<file path="src/sv/ahfe_pkg.sv">
`timescale 1ns / 1ps
`default_nettype none
// ----------------------------------------------------------------------------
// ahfe_pkg
// Shared types, constants and helpers of the ASCII-hex frame encoder.
// ----------------------------------------------------------------------------
package ahfe_pkg;

  localparam int unsigned QUEUE_DEPTH = 2;

  localparam logic [7:0] CHAR_START = 8'h3E;
  localparam logic [7:0] CHAR_LF    = 8'h0A;
  localparam logic [7:0] CHAR_ZERO  = 8'h30;
  localparam logic [7:0] CHAR_UPA   = 8'h41;
  localparam logic [3:0] NIB_TEN    = 4'hA;

  typedef struct packed {
    logic [7:0] data;
    logic [7:0] sum;
    logic       first;
    logic       last;
  } ahfe_job_t;

  typedef enum logic [2:0] {
    PH_BEGIN,
    PH_START,
    PH_HI,
    PH_LO,
    PH_SUM_HI,
    PH_SUM_LO,
    PH_LF
  } ahfe_phase_t;

  function automatic logic [7:0] nibble_char(input logic [3:0] v);
    logic [7:0] ext;
    ext = {4'h0, v};
    if (v >= NIB_TEN) begin
      return CHAR_UPA + ext - {4'h0, NIB_TEN};
    end
    return CHAR_ZERO + ext;
  endfunction

endpackage
`default_nettype wire

</file>
<file path="src/sv/ahfe_queue.sv">
`timescale 1ns / 1ps
`default_nettype none
// ----------------------------------------------------------------------------
// ahfe_queue
// Small job FIFO between the classifying front end and the character back end.
// ----------------------------------------------------------------------------
module ahfe_queue #(
  parameter int unsigned DEPTH = ahfe_pkg::QUEUE_DEPTH
) (
  input  wire                 clk,
  input  wire                 rst_n,
  input  wire                 push,
  input  ahfe_pkg::ahfe_job_t push_job,
  output logic                can_push,
  input  wire                 pop,
  output ahfe_pkg::ahfe_job_t head_job,
  output logic                head_valid
);

  localparam int unsigned PW = (DEPTH > 1) ? $clog2(DEPTH) : 1;
  localparam int unsigned CW = $clog2(DEPTH + 1);
  localparam logic [PW-1:0] LAST_IDX = PW'(DEPTH - 1);
  localparam logic [CW-1:0] FULL_CNT = CW'(DEPTH);

  ahfe_pkg::ahfe_job_t mem_r [DEPTH];
  logic [PW-1:0] wr_ptr_r, rd_ptr_r;
  logic [CW-1:0] count_r;
  logic          do_push, do_pop;

  assign can_push   = (count_r != FULL_CNT);
  assign head_valid = (count_r != '0);
  assign head_job   = mem_r[rd_ptr_r];
  assign do_push    = push && can_push;
  assign do_pop     = pop && head_valid;

  always_ff @(posedge clk) begin
    if (do_push) begin
      mem_r[wr_ptr_r] <= push_job;
    end
  end

  always_ff @(posedge clk) begin
    if (!rst_n) begin
      wr_ptr_r <= '0;
      rd_ptr_r <= '0;
      count_r  <= '0;
    end else begin
      if (do_push) begin
        wr_ptr_r <= (wr_ptr_r == LAST_IDX) ? '0 : wr_ptr_r + 1'b1;
      end
      if (do_pop) begin
        rd_ptr_r <= (rd_ptr_r == LAST_IDX) ? '0 : rd_ptr_r + 1'b1;
      end
      if (do_push && !do_pop) begin
        count_r <= count_r + 1'b1;
      end else if (do_pop && !do_push) begin
        count_r <= count_r - 1'b1;
      end
    end
  end

endmodule
`default_nettype wire

</file>
<file path="src/sv/ahfe_front.sv">
`timescale 1ns / 1ps
`default_nettype none
// ----------------------------------------------------------------------------
// ahfe_front
// Accepts message bytes, marks first/last and keeps the running checksum.
// ----------------------------------------------------------------------------
module ahfe_front (
  input  wire                 clk,
  input  wire                 rst_n,
  input  wire                 in_tvalid,
  output logic                in_tready,
  input  wire  [7:0]          in_tdata,
  input  wire                 in_tlast,
  output logic                push,
  output ahfe_pkg::ahfe_job_t push_job,
  input  wire                 can_push
);

  logic       in_message_r, in_message_nxt;
  logic [7:0] sum_r, sum_nxt;
  logic [7:0] sum_base;
  logic       beat;

  assign in_tready = can_push;
  assign beat      = in_tvalid && can_push;
  assign push      = beat;
  assign sum_base  = in_message_r ? sum_r : 8'h00;

  always_comb begin
    push_job.data  = in_tdata;
    push_job.sum   = sum_base - in_tdata;
    push_job.first = !in_message_r;
    push_job.last  = in_tlast;
    in_message_nxt = in_message_r;
    sum_nxt        = sum_r;
    if (beat) begin
      in_message_nxt = !in_tlast;
      sum_nxt        = in_tlast ? 8'h00 : push_job.sum;
    end
  end

  always_ff @(posedge clk) begin
    if (!rst_n) begin
      in_message_r <= 1'b0;
      sum_r        <= 8'h00;
    end else begin
      in_message_r <= in_message_nxt;
      sum_r        <= sum_nxt;
    end
  end

endmodule
`default_nettype wire

</file>
<file path="src/sv/ahfe_back.sv">
`timescale 1ns / 1ps
`default_nettype none
// ----------------------------------------------------------------------------
// ahfe_back
// Turns queued jobs into frame chars in an output reg, one per unstalled cycle.
// ----------------------------------------------------------------------------
module ahfe_back (
  input  wire                 clk,
  input  wire                 rst_n,
  input  ahfe_pkg::ahfe_job_t head_job,
  input  wire                 head_valid,
  output logic                pop,
  output logic                out_tvalid,
  input  wire                 out_tready,
  output logic [7:0]          out_tdata,
  output logic                out_tlast
);

  ahfe_pkg::ahfe_phase_t phase_r, phase_nxt, cur;
  logic       out_valid_r;
  logic [7:0] out_data_r;
  logic       out_last_r;
  logic       load;
  logic [7:0] ch;
  logic       done;

  assign out_tvalid = out_valid_r;
  assign out_tdata  = out_data_r;
  assign out_tlast  = out_last_r;
  assign load       = head_valid && (!out_valid_r || out_tready);
  assign pop        = load && done;

  always_comb begin
    cur = phase_r;
    if (phase_r == ahfe_pkg::PH_BEGIN) begin
      cur = head_job.first ? ahfe_pkg::PH_START : ahfe_pkg::PH_HI;
    end
  end

  // next phase
  always_comb begin
    phase_nxt = phase_r;
    if (load) begin
      unique case (cur)
        ahfe_pkg::PH_BEGIN:  phase_nxt = ahfe_pkg::PH_HI;
        ahfe_pkg::PH_START:  phase_nxt = ahfe_pkg::PH_HI;
        ahfe_pkg::PH_HI:     phase_nxt = ahfe_pkg::PH_LO;
        ahfe_pkg::PH_LO:     phase_nxt = head_job.last ? ahfe_pkg::PH_SUM_HI
                                                       : ahfe_pkg::PH_BEGIN;
        ahfe_pkg::PH_SUM_HI: phase_nxt = ahfe_pkg::PH_SUM_LO;
        ahfe_pkg::PH_SUM_LO: phase_nxt = ahfe_pkg::PH_LF;
        ahfe_pkg::PH_LF:     phase_nxt = ahfe_pkg::PH_BEGIN;
        default:             phase_nxt = ahfe_pkg::PH_BEGIN;
      endcase
    end
  end

  // character for the current phase
  always_comb begin
    ch   = ahfe_pkg::CHAR_LF;
    done = 1'b0;
    unique case (cur)
      ahfe_pkg::PH_BEGIN:  ch = ahfe_pkg::CHAR_START;
      ahfe_pkg::PH_START:  ch = ahfe_pkg::CHAR_START;
      ahfe_pkg::PH_HI:     ch = ahfe_pkg::nibble_char(head_job.data[7:4]);
      ahfe_pkg::PH_LO: begin
        ch   = ahfe_pkg::nibble_char(head_job.data[3:0]);
        done = !head_job.last;
      end
      ahfe_pkg::PH_SUM_HI: ch = ahfe_pkg::nibble_char(head_job.sum[7:4]);
      ahfe_pkg::PH_SUM_LO: ch = ahfe_pkg::nibble_char(head_job.sum[3:0]);
      ahfe_pkg::PH_LF: begin
        ch   = ahfe_pkg::CHAR_LF;
        done = 1'b1;
      end
      default:             ch = ahfe_pkg::CHAR_LF;
    endcase
  end

  always_ff @(posedge clk) begin
    if (load) begin
      out_data_r <= ch;
      out_last_r <= done;
    end
  end

  always_ff @(posedge clk) begin
    if (!rst_n) begin
      phase_r     <= ahfe_pkg::PH_BEGIN;
      out_valid_r <= 1'b0;
    end else begin
      phase_r <= phase_nxt;
      if (load) begin
        out_valid_r <= 1'b1;
      end else if (out_tready) begin
        out_valid_r <= 1'b0;
      end
    end
  end

endmodule
`default_nettype wire

</file>
<file path="src/sv/ascii_hex_frame_encoder_unit.sv">
`timescale 1ns / 1ps
`default_nettype none
// ----------------------------------------------------------------------------
// ascii_hex_frame_encoder_unit
// Each accepted beat is queued as a job; its characters leave via an output reg.
// Throughput: one output character per cycle unless the queue is empty or
// out_tready stalls (output register rate).
// The job queue lets the next bytes be accepted while characters drain.
// Reset: synchronous active-low rst_n clears message state, queue and output.
// ----------------------------------------------------------------------------
module ascii_hex_frame_encoder_unit #(
  parameter int unsigned QUEUE_DEPTH = ahfe_pkg::QUEUE_DEPTH
) (
  input  wire        clk,
  input  wire        rst_n,
  input  wire        in_tvalid,
  output logic       in_tready,
  input  wire  [7:0] in_tdata,   // [7:0] data_byte
  input  wire        in_tlast,   // last_byte
  output logic       out_tvalid,
  input  wire        out_tready,
  output logic [7:0] out_tdata,  // [7:0] out_char
  output logic       out_tlast   // run_last
);

  ahfe_pkg::ahfe_job_t push_job, head_job;
  logic push, can_push, pop, head_valid;

  ahfe_front u_front (
    .clk      (clk),
    .rst_n    (rst_n),
    .in_tvalid(in_tvalid),
    .in_tready(in_tready),
    .in_tdata (in_tdata),
    .in_tlast (in_tlast),
    .push     (push),
    .push_job (push_job),
    .can_push (can_push)
  );

  ahfe_queue #(
    .DEPTH(QUEUE_DEPTH)
  ) u_queue (
    .clk       (clk),
    .rst_n     (rst_n),
    .push      (push),
    .push_job  (push_job),
    .can_push  (can_push),
    .pop       (pop),
    .head_job  (head_job),
    .head_valid(head_valid)
  );

  ahfe_back u_back (
    .clk       (clk),
    .rst_n     (rst_n),
    .head_job  (head_job),
    .head_valid(head_valid),
    .pop       (pop),
    .out_tvalid(out_tvalid),
    .out_tready(out_tready),
    .out_tdata (out_tdata),
    .out_tlast (out_tlast)
  );

endmodule
`default_nettype wire
</file>
<file path="config.mk">
export PLATFORM = sky130hd
export DESIGN_NAME = ascii_hex_frame_encoder_unit
export DESIGN_NICKNAME = d
export VERILOG_FILES = /design/src/sv/ahfe_pkg.sv /design/src/sv/ahfe_queue.sv /design/src/sv/ahfe_front.sv /design/src/sv/ahfe_back.sv /design/src/sv/ascii_hex_frame_encoder_unit.sv
export SDC_FILE = /design/constraint.sdc
export NUM_CORES = 1
export LEC_CHECK = 0
export ABC_AREA = 1
export ABC_CLOCK_PERIOD_IN_PS = 2200
export BUFFER_PORTS_ARGS = -buffer_cell sky130_fd_sc_hd__buf_2
export CAP_MARGIN = 10
export CORE_MARGIN = 10
export CORE_UTILIZATION = 30
export CTS_CLUSTER_SIZE = 16
export DETAILED_ROUTE_END_ITERATION = 7
export GPL_ROUTABILITY_DRIVEN = 0
export GPL_TIMING_DRIVEN = 0
export RECOVER_POWER = 100
export SYNTH_ARGS = -nofsm -noshare
export SYNTH_HDL_FRONTEND = slang
export SYNTH_SLANG_ARGS = --single-unit
</file>
<file path="constraint.sdc">
create_clock -name clk -period 2.2 [get_ports clk]
set_clock_uncertainty 0.1 [all_clocks]
set_input_delay 0.22 -clock clk [delete_from_list [all_inputs] [get_ports clk]]
set_output_delay 0.22 -clock clk [all_outputs]
set_load 0.02 [all_outputs]
</file>
* Word level (Yosys, flattened, before mapping)
Memory sizes are Yosys's and may differ from the RTL's. A register that Yosys moved wholly into a read port is not among the register bits.
Cells that the tools add are included.
** Operators by class
- Add/subtract/negate cells :: 17
- $lt $le $gt $ge :: 4
- Equality and inequality tests :: 7
- Multiplexer cells :: 34
- Reduce and logical (&&, ||, !) cells :: 20
** Operators with widths (number)
- 8-bit two-way mux :: 10
- 8-bit case mux with 5 select lines :: 1
- 7-bit by 4-bit adder with 8-bit output (first input constant) :: 4
- 8-bit by 4-bit subtractor with 8-bit output (second input constant) :: 4
- 6-bit by 4-bit adder with 7-bit output (first input constant) :: 4
- 4-bit >= comparator (second input constant) :: 4
- 1-bit two-way mux :: 16
- 3-bit case mux with 5 select lines :: 1
- 3-bit equality test (second input constant) :: 3
- 8-bit subtractor :: 1
- 1-bit logical AND :: 7
- 3-bit by 2-bit equality test with 1-bit output (second input constant) :: 2
- 1-bit zero test :: 6
- 3-bit zero test :: 2
- 2-bit two-way mux :: 3
- 3-bit two-way mux :: 2
- 2-bit nonzero test :: 3
- 3-bit by 1-bit equality test with 1-bit output (second input constant) :: 1
- 1-bit adder (second input constant) :: 2
- 2-bit by 1-bit adder with 2-bit output (second input constant) :: 1
- 2-bit inequality test (second input constant) :: 1
- 1-bit case mux with 2 select lines :: 1
- 2-bit OR reduction :: 1
- 2-bit by 1-bit subtractor with 2-bit output (second input constant) :: 1
- 1-bit logical OR :: 1
** Word-level totals
- Register bits :: 26
- Bits in writable memories :: 36
- Output and inout port bits :: 11
- Word-level logic and storage cells :: 92
- Memories kept :: 1
** Memories
- u_queue.mem_r :: depth 2, bits a word 18, rd ports 1, clocked after memory_dff 1, wr ports 1, line ahfe_queue.sv:25 : ahfe_pkg::ahfe_job_t mem_r [DEPTH];

* Longest topological paths before layout
Gate-level depths: netlist of run 1.
- Word-level depth :: 9
- Mapped depth :: 15

* Cells and area by module
A second synthesis of run 1 with hierarchy kept.
** Unflattened totals
- Cell total of the unflattened synthesis :: 407
- Area, all modules :: 3661.0 um^2
** Modules (own cells, without submodules)
- ahfe_queue :: times used 1, cells each 93, area each 1592.8 um^2
- ahfe_back :: times used 1, cells each 186, area each 1232.4 um^2
- ahfe_front :: times used 1, cells each 128, area each 835.8 um^2

* Least setup slack after synthesis of run 1
No wires, ideal clock.
- Path type :: register -> register
- From :: register u_queue.count_r[0]
- To :: memory u_queue.mem_r[1][0] in the netlist's numbering, enable pin
- Arrival :: 1.671 ns
- Path slack :: 0.035 ns
- Cell stages (with the launch flop) :: 6
- Buffers on the path :: 1
- Path through :: dfxtp_1 -> inv_1 -> nand2_1 -> nand2_1 -> buf_2 -> nor2_1
** Between the ends
- Cells in the longest elaborated chain, start to end :: 5
** RTL lines
- start, declared :: line ahfe_queue.sv:27 : logic [CW-1:0] count_r;
- start signal, assigned :: line ahfe_queue.sv:55 : count_r <= count_r + 1'b1;
- start signal, assigned :: line ahfe_queue.sv:57 : count_r <= count_r - 1'b1;
- 2-bit inequality test (*) :: line ahfe_queue.sv:30 : assign can_push = (count_r != FULL_CNT);
- net in_tready :: line ascii_hex_frame_encoder_unit.sv:17 : output logic in_tready,
- 1-bit logical AND :: line ahfe_front.sv:25 : assign beat = in_tvalid && can_push;
- 1-bit logical AND (*) :: line ahfe_queue.sv:33 : assign do_push = push && can_push;
- 1-bit two-way mux (*) :: line ahfe_queue.sv:37 : if (do_push) begin
- 1-bit two-way mux (not written as such) (*) :: line ahfe_queue.sv:38 : mem_r[wr_ptr_r] <= push_job;
- end, declared :: line ahfe_queue.sv:25
The timed path passes the listed nets; every way through them passes the cells marked *.

==> results.md, run 1 <==
* Final nets at 506
* GRT busiest layer: met2
* Setup Viol. Count Final at 0
* Post-synthesis register bit count at 62
* Max Buffers Root-to-Sink at 2
* Max Cap Violations at 0
* Finished Cell Area at 4280 um2
* Worst Reg-to-Reg Cells at 15
* Most frequent cell after synthesis: nand2_1
* Port bufs at 22
* Routed WL at 8080 um
* Critical path endpoint category: register
* HPWL after DPL at 6050 um
* Final slew viol count at 0
* Worst EP arrival at between 2 and 2.5 ns
* Antenna-violating nets left at 0
* Hold Crit Start: in_tdata[5]
* CP required at around 2.2 ns
* ANT cells at 0
* Hold depth at 1
* Fin cells at 628
* Pre-antenna DRT Iters at 5
* Power density cells at 815 nW/um2
* Max-slew headroom at 0.480
* Die ar. at roughly 17,000 um2
* Cell area after synthesis at 3630 um2
* Vias in the first global route at 2,852
* Worst-Skew Late Latency at 0.32 ns
* Status: complete, no violations
* Netlist cell types at slightly above 40
* WHS Endpoint: u_queue.mem_r[1][15]
* Remaining global-route overflow at 0
* Max incr delay on CP at between 0.5 and 0.6 ns
* Die Ht at 130 um
* Ys async rst share at 0
* Yosys warns at 0
* R2r endpoint: u_back.out_tdata[2]
* Peak supply drop at ~0.00033 V
* Cell count after synthesis at around 440
* Core area at 11,900 um2
* Root Buffer: clkbuf_16
* GRT Util Overall at 0.103
* Delay-heaviest family, CP: buffers and inverters
* DP Cell Count at ~610
* Post-synth top area share at 0.364
* Initial antenna violation count at 0
* Final min period at 2.07 ns
* Io pins at 24
* Worst Hold Class: in2reg
* Critical path peak fanout at 4
* Ys flop type: edfxtp_1
* Max frequency at 484 MHz
* Critical path type: in2reg
* Initial Util at 0.304
* GR Layer Usage met2 at 0.169
* CP Buf/Inv Count at 3
* RSZ-0062 raised after global routing: false
* Post-route DRC at 0
* Drt wl/cell at 12.9 um
* Overall die width at approximately 130 um
* Number of setup buffers added after CTS at 0
* Placement Cell Area at 3960 um2
* EDFF count, synth at 44
* Worst hold slack at 0.0757 ns
* DR vias/cell at 4.54
* Syn_nets at 467
* First-pass GRT wire length at 13,600 um
* Commonest cells in the synthesized netlist: 107 x nand2_1, 76 x inv_1, 44 x edfxtp_1
* Clock sinks at 62
* Startpoint types: input port
* Starting DRC count in detailed routing at 150
* Synth-to-layout area growth at 18.0%
* Worst-path clk slew at 0.05 ns
* Total CTS buffers at 9
* Met3 Resource Use GR at 0.0264
* Cell Chain, Critical Path: dlygate4sd3_1, clkbuf_1, inv_1, ha_1, a21o_1, a21boi_0, nand3_1, and2_1
* # rows at 40
* Final Hold Violating Endpoints at 0
* R2r setup slk at 0.14 ns
* Static Leakage at approximately 0.0019 uW
* Share of layout cells above drive strength 1 at 0.137
* Via count at ~2,900
* Critical path's slowest cell: dlygate4sd3_1
* Synth area leader: edfxtp_1
* Fillers at 1,213
* Area contributors post-synth: edfxtp_1 36%, nand2_1 11%, dfxtp_1 9.9%
* Stages on worst setup path at 8
* Sequential area share after synthesis at 0.464
* H-tree lvl count at 3
* Worst-Margin Slew at ~0.78 ns
* Tcrit/Tclk final at 0.940
* Largest net degree at the start of global routing at 18
* Syn_area_per_cell at 8.30 um2
* CTS tree: yes
* GRT met1 Usage at 0.125
==> worst max path at each step <==
stage	from	slack, ns	to
after floorplan	u_queue.count_r[0]	0.03	u_queue.mem_r[1][0]
after global placement	u_queue.count_r[0]	-0.40	u_queue.mem_r[1][15]
after detailed placement	u_front.in_message_r	-0.09	u_queue.mem_r[0][9]
after CTS	u_front.in_message_r	0.04	u_queue.mem_r[0][9]
after global routing	register	0.0009	u_back.out_tdata[4]
final	in_tdata[4]	0.13	u_queue.mem_r[0][9]
==> repair_timing <==
action | in CTS | in global routing
gates resized for setup | 2 | 9
hold buffers | 5 | 0
setup endpoints to repair | 4 | 11
endpoints found under the hold margin | 10 | 0
==> per-layer routing <==
| metal | routed length, um | part of all wire |
|---|---|---|
| met1 | 3690 | 0.46 |
| met2 | 3990 | 0.49 |
| met3 | 279 | 0.035 |
| met4 | 120 | 0.015 |
| met5 | 0 | 0 |
==> metrics by stage <==
| stage | total power [uW] | setup WS [ns] | setup TNS, ns | utilization |
|---|---|---|---|---|
| 2_1_floorplan | 1940 | 0.0347 | 0 | - |
| 3_3_place_gp | 2100 | -0.402 | -14.07 | 0.329 |
| 3_5_place_dp | 2130 | -0.0855 | -0.190 | 0.332 |
| 4_1_cts | 3540 | 0.0435 | 0 | 0.361 |
| 5_1_grt | 3680 | 0.000917 | 0 | 0.359 |
| 6_report | 3490 | 0.132 | 0 | 0.359 |
==> state kept, by name, summed over array words and instances (netlist names), named ones only <==
| register | cells |
|---|---|
| u_back.out_tlast | 1 |
| u_back.out_tdata | 7 |
| u_front.in_message_r | 1 |
| u_queue.count_r | 2 |
| u_queue.mem_r | 36 |
| u_back.phase_r | 3 |
| u_back.out_tvalid | 1 |
| u_front.sum_r | 8 |
| u_queue.wr_ptr_r | 1 |
| u_queue.rd_ptr_r | 1 |
==> where the power goes <==
| group | switching, uW | leakage [uW] | total (uW) | internal (uW) |
|---|---|---|---|---|
| clock | 513 | 0.000136 | 1380 | 872 |
| sequential | 45.7 | 0.000557 | 1430 | 1390 |
| combinational | 456 | 0.00122 | 666 | 210 |
| total | 1010 | 0.00191 | 3490 | 2470 |
==> cell usage in the layout, fill, tap and decap left out, drive strengths merged, types with 2 or more instances in the layout <==
cell type	Yosys	layout
edfxtp	44	44
clkbuf	2	33
buf	6	8
a21oi	20	20
nor2	32	32
and2	3	3
inv	80	80
or2	2	2
dlygate4sd3	0	5
nand3b	2	2
clkinv	0	3
nand3	49	49
o21ai	15	15
xor2	4	4
o211ai	4	4
dfxtp	18	18
nand2	125	125
nand4	4	4
a31oi	2	2
ha	16	16
clkinvlp	0	2
==> layout make-up <==
type | count | area (um2) | share of cell area
Timing Repair Buffer | 29 | 151 | 0.0354
Clock inverter | 6 | 62.6 | 0.0146
Multi-Input combinational cell | 287 | 1590 | 0.371
Buffer | 7 | 77.6 | 0.0181
Tap cell | 147 | 184 | 0.0430
Inverter | 80 | 305 | 0.0713
Clock buffer | 10 | 229 | 0.0535
Sequential cell | 62 | 1680 | 0.393
==> kinds of logic (layout without fill, tap and decap cells) <==
logic type	count (synthesis)	after routing	share of synthesized area
compound gates	47	47	0.0804
xor+xnor	5	5	0.0121
fa+ha+maj	17	17	0.0607
buf+inv	88	132	0.103
flops	62	62	0.464
other cells	1	1	0.00103
simple gates	217	217	0.279
Note: power is estimated with default switching activity, not from simulation.
==> run 2: changes to the inputs <==
--- a/config.mk
+++ b/config.mk
@@ -6,10 +6,10 @@
 export NUM_CORES = 1
 export LEC_CHECK = 0
 export ABC_AREA = 1
-export ABC_CLOCK_PERIOD_IN_PS = 2200
-export BUFFER_PORTS_ARGS = -buffer_cell sky130_fd_sc_hd__buf_2
+export ABC_CLOCK_PERIOD_IN_PS = 2490
+export BUFFER_PORTS_ARGS = -buffer_cell sky130_fd_sc_hd__buf_4
 export CAP_MARGIN = 10
-export CORE_MARGIN = 10
+export CORE_MARGIN = 2
 export CORE_UTILIZATION = 30
 export CTS_CLUSTER_SIZE = 16
 export DETAILED_ROUTE_END_ITERATION = 7
==> constraint.sdc (replaced) <==
create_clock -name clk -period 2.49 [get_ports clk]
set_clock_uncertainty 0.1 [all_clocks]
set_input_delay 0.249 -clock clk [delete_from_list [all_inputs] [get_ports clk]]
set_output_delay 0.249 -clock clk [all_outputs]
set_load 0.02 [all_outputs]
==> run 2 against run 1 <==
Final cell count fell by 0.80%. Critical path depth up 3. Worst setup slack improved by 0.16 ns. Via count fell by 1.1%. Cell area down 1.8%. Register-to-register slack improved by 0.15 ns. Sequential power is 11% lower. Clock power is 12% lower. Total power decreased by 13%. Global-route usage is 3.0 points higher. Combinational power fell by 14%. Sequential share of layout area rose by 0.71 points.
==> results.md, run 2 (synthesis gave the netlist of run 1 again) <==
* Status: complete, no violations (unchanged)
* RSZ-0062 raised after global routing: false (unchanged)
* First-pass GRT wire length at 13,400 um (was 13,600 um)
* Clock sinks at 62 (unchanged)
* Static Leakage at 0.00189 uW (was 0.00191 uW)
* Worst-Margin Slew at 0.749 ns (was 0.778 ns)
* Critical path endpoint category: register (unchanged)
* H-tree lvl count at 3 (unchanged)
* Synth-to-layout area growth at 15.8% (was 18.0%)
* GRT Util Overall at 0.133 (was 0.103)
* Most flops, register: u_queue.mem_r (unchanged)
* Final min period at ~2.2 ns
* Remaining global-route overflow at 0 (unchanged)
* Max Buffers Root-to-Sink at 2 (unchanged)
* Antenna-violating nets left at 0 (unchanged)
* Max Cap Violations at 0 (unchanged)
* Overall die width at 114 um (was 130 um)
* Initial Util at 0.304 (unchanged)
* Via count at 2,819 (was 2,851)
* Pre-antenna DRT Iters at 4 (was 5)
* Fin Setup TNS at 0 ns (unchanged)
* Worst-Skew Late Latency at 0.33 ns (was 0.32 ns)
* Post-route DRC at 0 (unchanged)
* Startpoint types: register (was input port)
* Worst EP arrival at 2.18 ns (was 2.04 ns)
* Vias in the first global route at 2,904 (was 2,852)
* Root Buffer: clkbuf_16 (unchanged)
* Most frequent cells in the layout: 107 x nand2_1, 76 x inv_1, 44 x edfxtp_1, 43 x nand3_1, 31 x nor2_1 (was 106 x nand2_1, 75 x inv_1, 44 x edfxtp_1, 42 x nand3_1, 31 x nor2_1)
* ANT cells at 0 (unchanged)
* Final core utilization at 0.353 (was 0.359)
* Io pins at 24 (unchanged)
* Tcrit/Tclk final at 0.883
* CP required at 2.47 ns (was 2.18 ns)
* Starting DRC count in detailed routing at 138 (was 150)
* Share of layout cells above drive strength 1 at 0.132 (was 0.137)
* Max reg flops at 36 (unchanged)
* Fin cells at 623 (was 628)
* Critical path peak fanout at 10 (was 4)
* Critical path type: reg2reg (was in2reg)
* DP Cell Count at 608 (unchanged)
* Final nets at 501 (was 506)
* Core area at 11,900 um2 (unchanged)
* Worst-path clk slew at 0.06 ns (was 0.05 ns)
* Die ar. at 13,000 um2 (was 16,900 um2)
* Worst Hold Class: in2reg (unchanged)
* CTS resizes at 0 (was 2)
* DR vias/cell at 4.52 (was 4.54)
* Peak supply drop at 0.000370 V (was 0.000329 V)
* Routed WL at 7730 um (was 8080 um)
* Commonest non-fill, non-tap cell in the layout: nand2_1 (unchanged)
* Port bufs at 22 (unchanged)
* Setup Viol. Count Final at 0 (unchanged)
* Max frequency at 455 MHz
* Worst setup margin at 0.291 ns (was 0.132 ns)
* Number of setup buffers added after CTS at 0 (unchanged)
* Drt wl/cell at 12.4 um (was 12.9 um)
* CTS tree: yes (unchanged)
* Die Ht at 114 um (was 130 um)
* Power density cells at 726 nW/um2 (was 815 nW/um2)
* Fillers at 1,249 (was 1,213)
* Place WS at 0.209 ns (was -0.0855 ns)
* Final Hold Violating Endpoints at 0 (unchanged)
* Total CTS buffers at 9 (unchanged)
* CTS Hold Bufs at 0 (was 5)
* Largest net degree at the start of global routing at 18 (unchanged)
* HPWL after DPL at 5860 um (was 6050 um)
* Finished Cell Area at 4200 um2 (was 4280 um2)
* Placement Cell Area at 4010 um2 (was 3960 um2)
* # rows at 40 (unchanged)
* Final slew viol count at 0 (unchanged)
* Initial antenna violation count at 0 (unchanged)
* Max-slew headroom at 0.501 (was 0.480)
run 2: final timing paths:
check / from / end / slack [ns] / cells past startpoint
worst max-delay path: register / u_back.out_tdata[1] / 0.29 / 11
worst min-delay path: in_tdata[4] / u_queue.mem_r[1][14] / 0.06 / 1
worst max register to register: register / u_back.out_tdata[1] / 0.29 / 11
worst min register to register: u_front.sum_r[1] / u_front.sum_r[1] / 0.37 / 2
run 2: power breakdown:
group          switching (uW)  internal [uW]
registers                38.2           1230
logic                     398            175
clock network             475            735
total                     910           2140
run 2: metrics by stage:
stage	power, uW	hold slack [ns]
6_report	3050	0.0636
5_1_grt	3220	0.0887
4_1_cts	3120	0.00881
3_5_place_dp	1900	0.348
3_3_place_gp	1870	0.346
2_1_floorplan	1710	0.248
run 2: worst max-delay path: stages, from the launching register on:
cell,delay [ns]
dfxtp_1,0.30
buf_6,0.14
buf_8,0.14
o21ai_1,0.39
ha_1,0.25
inv_1,0.08
nand3_4,0.11
nand3_1,0.07
nand3_1,0.11
nand2_1,0.06
nor2_1,0.12
nand2_1,0.06
run 2: final cells by class:
type                    instances  area [um2]  area share
inverters                      80         305      0.0727
clock buffers                  10         250      0.0596
plain buffers                   7        63.8      0.0152
clock inverters                 6        43.8      0.0104
flip-flops and latches         62        1680       0.400
repair buffers                 24         104      0.0247
multi-input cells             287        1570       0.373
well taps                     147         184      0.0438
run 2: layer usage:
| layer | up-vias | global-route usage | wire, um |
|---|---|---|---|
| li1 | 1477 | - | - |
| met1 | 1275 | 0.161 | 3630 |
| met2 | 48 | 0.227 | 3620 |
| met3 | 19 | 0.0282 | 263 |
| met4 | 0 | 0.0585 | 209 |
| met5 | - | 0 | 0 |
==> run 3: changes to the inputs <==
--- a/config.mk
+++ b/config.mk
@@ -11,10 +11,12 @@
 export CAP_MARGIN = 10
 export CORE_MARGIN = 2
 export CORE_UTILIZATION = 30
+export CTS_BUF_LIST = sky130_fd_sc_hd__clkbuf_4 sky130_fd_sc_hd__clkbuf_8
 export CTS_CLUSTER_SIZE = 16
 export DETAILED_ROUTE_END_ITERATION = 7
 export GPL_ROUTABILITY_DRIVEN = 0
 export GPL_TIMING_DRIVEN = 0
+export MAX_ROUTING_LAYER = met4
 export RECOVER_POWER = 100
 export SYNTH_ARGS = -nofsm -noshare
 export SYNTH_HDL_FRONTEND = slang
==> run 3 against run 2 <==
Critical path depth decreased by 2. Count of clock-buffer cells in the layout shrank 1. Total power decreased by 9.9%. Via count is 0.78% higher. First-iteration DRC count down 8.7%. Sequential share of layout area rose by 0.16 points. Sequential cell count is the same. Largest power group unchanged. Highest routed layer unchanged.
==> results.md, run 3 (synthesis gave the netlist of run 1 again) <==
* Worst-path clk slew at 0.08 ns (was 0.06 ns)
* CTS tree: yes (unchanged)
* Fin cells at 631 (was 623)
* Post-route DRC at 0 (unchanged)
* Sw Ratio at 0.318 (was 0.299)
* # rows at 40 (unchanged)
* Most frequent cells in the layout: 107 x nand2_1, 76 x inv_1, 44 x edfxtp_1, 43 x nand3_1, 31 x nor2_1 (unchanged)
* Final core utilization at 0.351 (was 0.353)
* GRT Util Overall at 0.137 (was 0.133)
* Static Leakage at 0.00188 uW (was 0.00189 uW)
* Final slew viol count at 0 (unchanged)
* Critical path peak fanout at 10 (unchanged)
* R2r setup slk at 0.29 ns (about the same)
* Drt wl/cell at 12.3 um (was 12.4 um)
* Power density cells at 656 nW/um2 (was 726 nW/um2)
* Total CTS buffers at 9 (unchanged)
* Status: complete, no violations (unchanged)
* Commonest non-fill, non-tap cell in the layout: nand2_1 (unchanged)
* Overall die width at 114 um (unchanged)
* Max Cap Violations at 0 (unchanged)
* Tcrit/Tclk final at 0.884 (was 0.883)
* Max frequency at 454 MHz (was 455 MHz)
* Synth-to-layout area growth at 15.4% (was 15.8%)
* Worst-Skew Late Latency at 0.34 ns (was 0.33 ns)
* Largest net degree at the start of global routing at 18 (unchanged)
* Root Buffer: clkbuf_8 (was clkbuf_16)
* Max-slew headroom at 0.503 (was 0.501)
* CP required at 2.48 ns (was 2.47 ns)
* HPWL after DPL at 5860 um (unchanged)
* NetSw at 874 uW (was 910 uW)
* CTS resizes at 0 (unchanged)
* Io pins at 24 (unchanged)
* Share of layout cells above drive strength 1 at 0.130 (was 0.132)
* Number of setup buffers added after CTS at 0 (unchanged)
* Via count at 2,841 (was 2,819)
* Antenna-violating nets left at 0 (unchanged)
* Worst-Margin Slew at 0.745 ns (was 0.749 ns)
* Final min period at 2.20 ns (about the same)
* Die ar. at 13,000 um2 (unchanged)
* Clock share of power at 0.328 (was 0.397)
* Starting DRC count in detailed routing at 126 (was 138)
* Pre-antenna DRT Iters at 4 (unchanged)
* Final Hold Violating Endpoints at 0 (unchanged)
* Int Power at 1870 uW (was 2140 uW)
* Max Buffers Root-to-Sink at 2 (unchanged)
* RSZ-0062 raised after global routing: false (unchanged)
* ANT cells at 0 (unchanged)
* Port bufs at 22 (unchanged)
* Final nets at 509 (was 501)
* Die Ht at 114 um (unchanged)
* Crit path capture: u_back.out_tdata[4] (was u_back.out_tdata[1])
* Clock sinks at 62 (unchanged)
* Critical path endpoint category: register (unchanged)
* First-pass GRT wire length at 13,400 um (about the same)
* Max reg flops at 36 (unchanged)
* Setup Viol. Count Final at 0 (unchanged)
* DP Cell Count at 608 (unchanged)
* DR vias/cell at 4.50 (was 4.52)
* Remaining global-route overflow at 0 (unchanged)
* Gate power share at 0.212 (was 0.188)
* H-tree lvl count at 3 (unchanged)
* Critical path type: reg2reg (unchanged)
* Routed WL at 7750 um (was 7730 um)
* Worst Reg-to-Reg Cells at 9 (was 11)
* Startpoint types: register (unchanged)
* Seq pwr share at 0.460 (was 0.415)
* Peak supply drop at 0.000226 V (was 0.000370 V)
* Most flops, register: u_queue.mem_r (unchanged)
* Vias in the first global route at 2,930 (was 2,904)
* Initial Util at 0.304 (unchanged)
* Worst Hold Class: in2reg (unchanged)
* R2r endpoint: u_back.out_tdata[4] (was u_back.out_tdata[1])
* Worst EP arrival at 2.19 ns (was 2.18 ns)
* Core area at 11,900 um2 (unchanged)
* Initial antenna violation count at 0 (unchanged)
## run 3: metrics by stage
stage          hold slack, ns  setup TNS [ns]  worst slack (ns)  cell area (um2)  power [uW]
6_report               0.0732               0             0.288             4180        2750
5_1_grt                0.0687               0            0.0236             4180        2910
4_1_cts               0.00235               0             0.190             4280        2810
3_5_place_dp            0.348               0             0.209             4010        1900
3_3_place_gp            0.346           -1.84           -0.0751             3980        1870
2_1_floorplan           0.248               0             0.325             3630        1710
## run 3: power by group through the flow
stage                     clock network (uW)  logic (uW)  registers, uW
after global placement                     0         591           1280
final                                    901         583           1260
after CTS                                920         632           1260
after global routing                     970         670           1270
after detailed placement                   0         621           1280
after floorplan                            0         396           1320
## run 3: worst max-delay path, stage by stage, from the launching register on
cell and delay (ns):
dfxtp_1 0.31, buf_6 0.14, buf_8 0.14, o21ai_1 0.39, ha_1 0.25, inv_1 0.08
nand3_4 0.11, nand3_1 0.14, a21oi_1 0.17, nand4_1 0.09
## run 3: layout make-up
class | count | area, um2
fill | 1268 | 7730
sequential | 62 | 1680
multi-input combinational | 287 | 1570
inverter | 80 | 305
timing repair buffer | 32 | 184
tap | 147 | 184
clock buffer | 9 | 124
clock inverter | 7 | 73.8
buffer | 7 | 63.8
## run 3: worst min path at each step
stage,slack (ns),cells past startpoint,start,endpoint
after floorplan,0.25,0,in_tlast,u_queue.mem_r[0][0]
after global placement,0.35,1,in_tdata[3],u_queue.mem_r[1][13]
after detailed placement,0.35,1,in_tdata[4],u_queue.mem_r[1][14]
after CTS,0.002,1,in_tlast,u_queue.mem_r[1][0]
after global routing,0.07,2,rst_n,u_front.in_message_r
final,0.07,2,rst_n,u_front.in_message_r
## run 3: per-layer routing
metal,track usage,wire [um]
met5,-,0
met4,0.0618,225
met3,0.0340,243
met2,0.222,3590
met1,0.162,3690
## run 3: repair_timing
| item | CTS | global route |
|---|---|---|
| hold endpoints to repair | 12 | 2 |
| setup endpoints to repair | 0 | 2 |
| hold buffers | 7 | 1 |
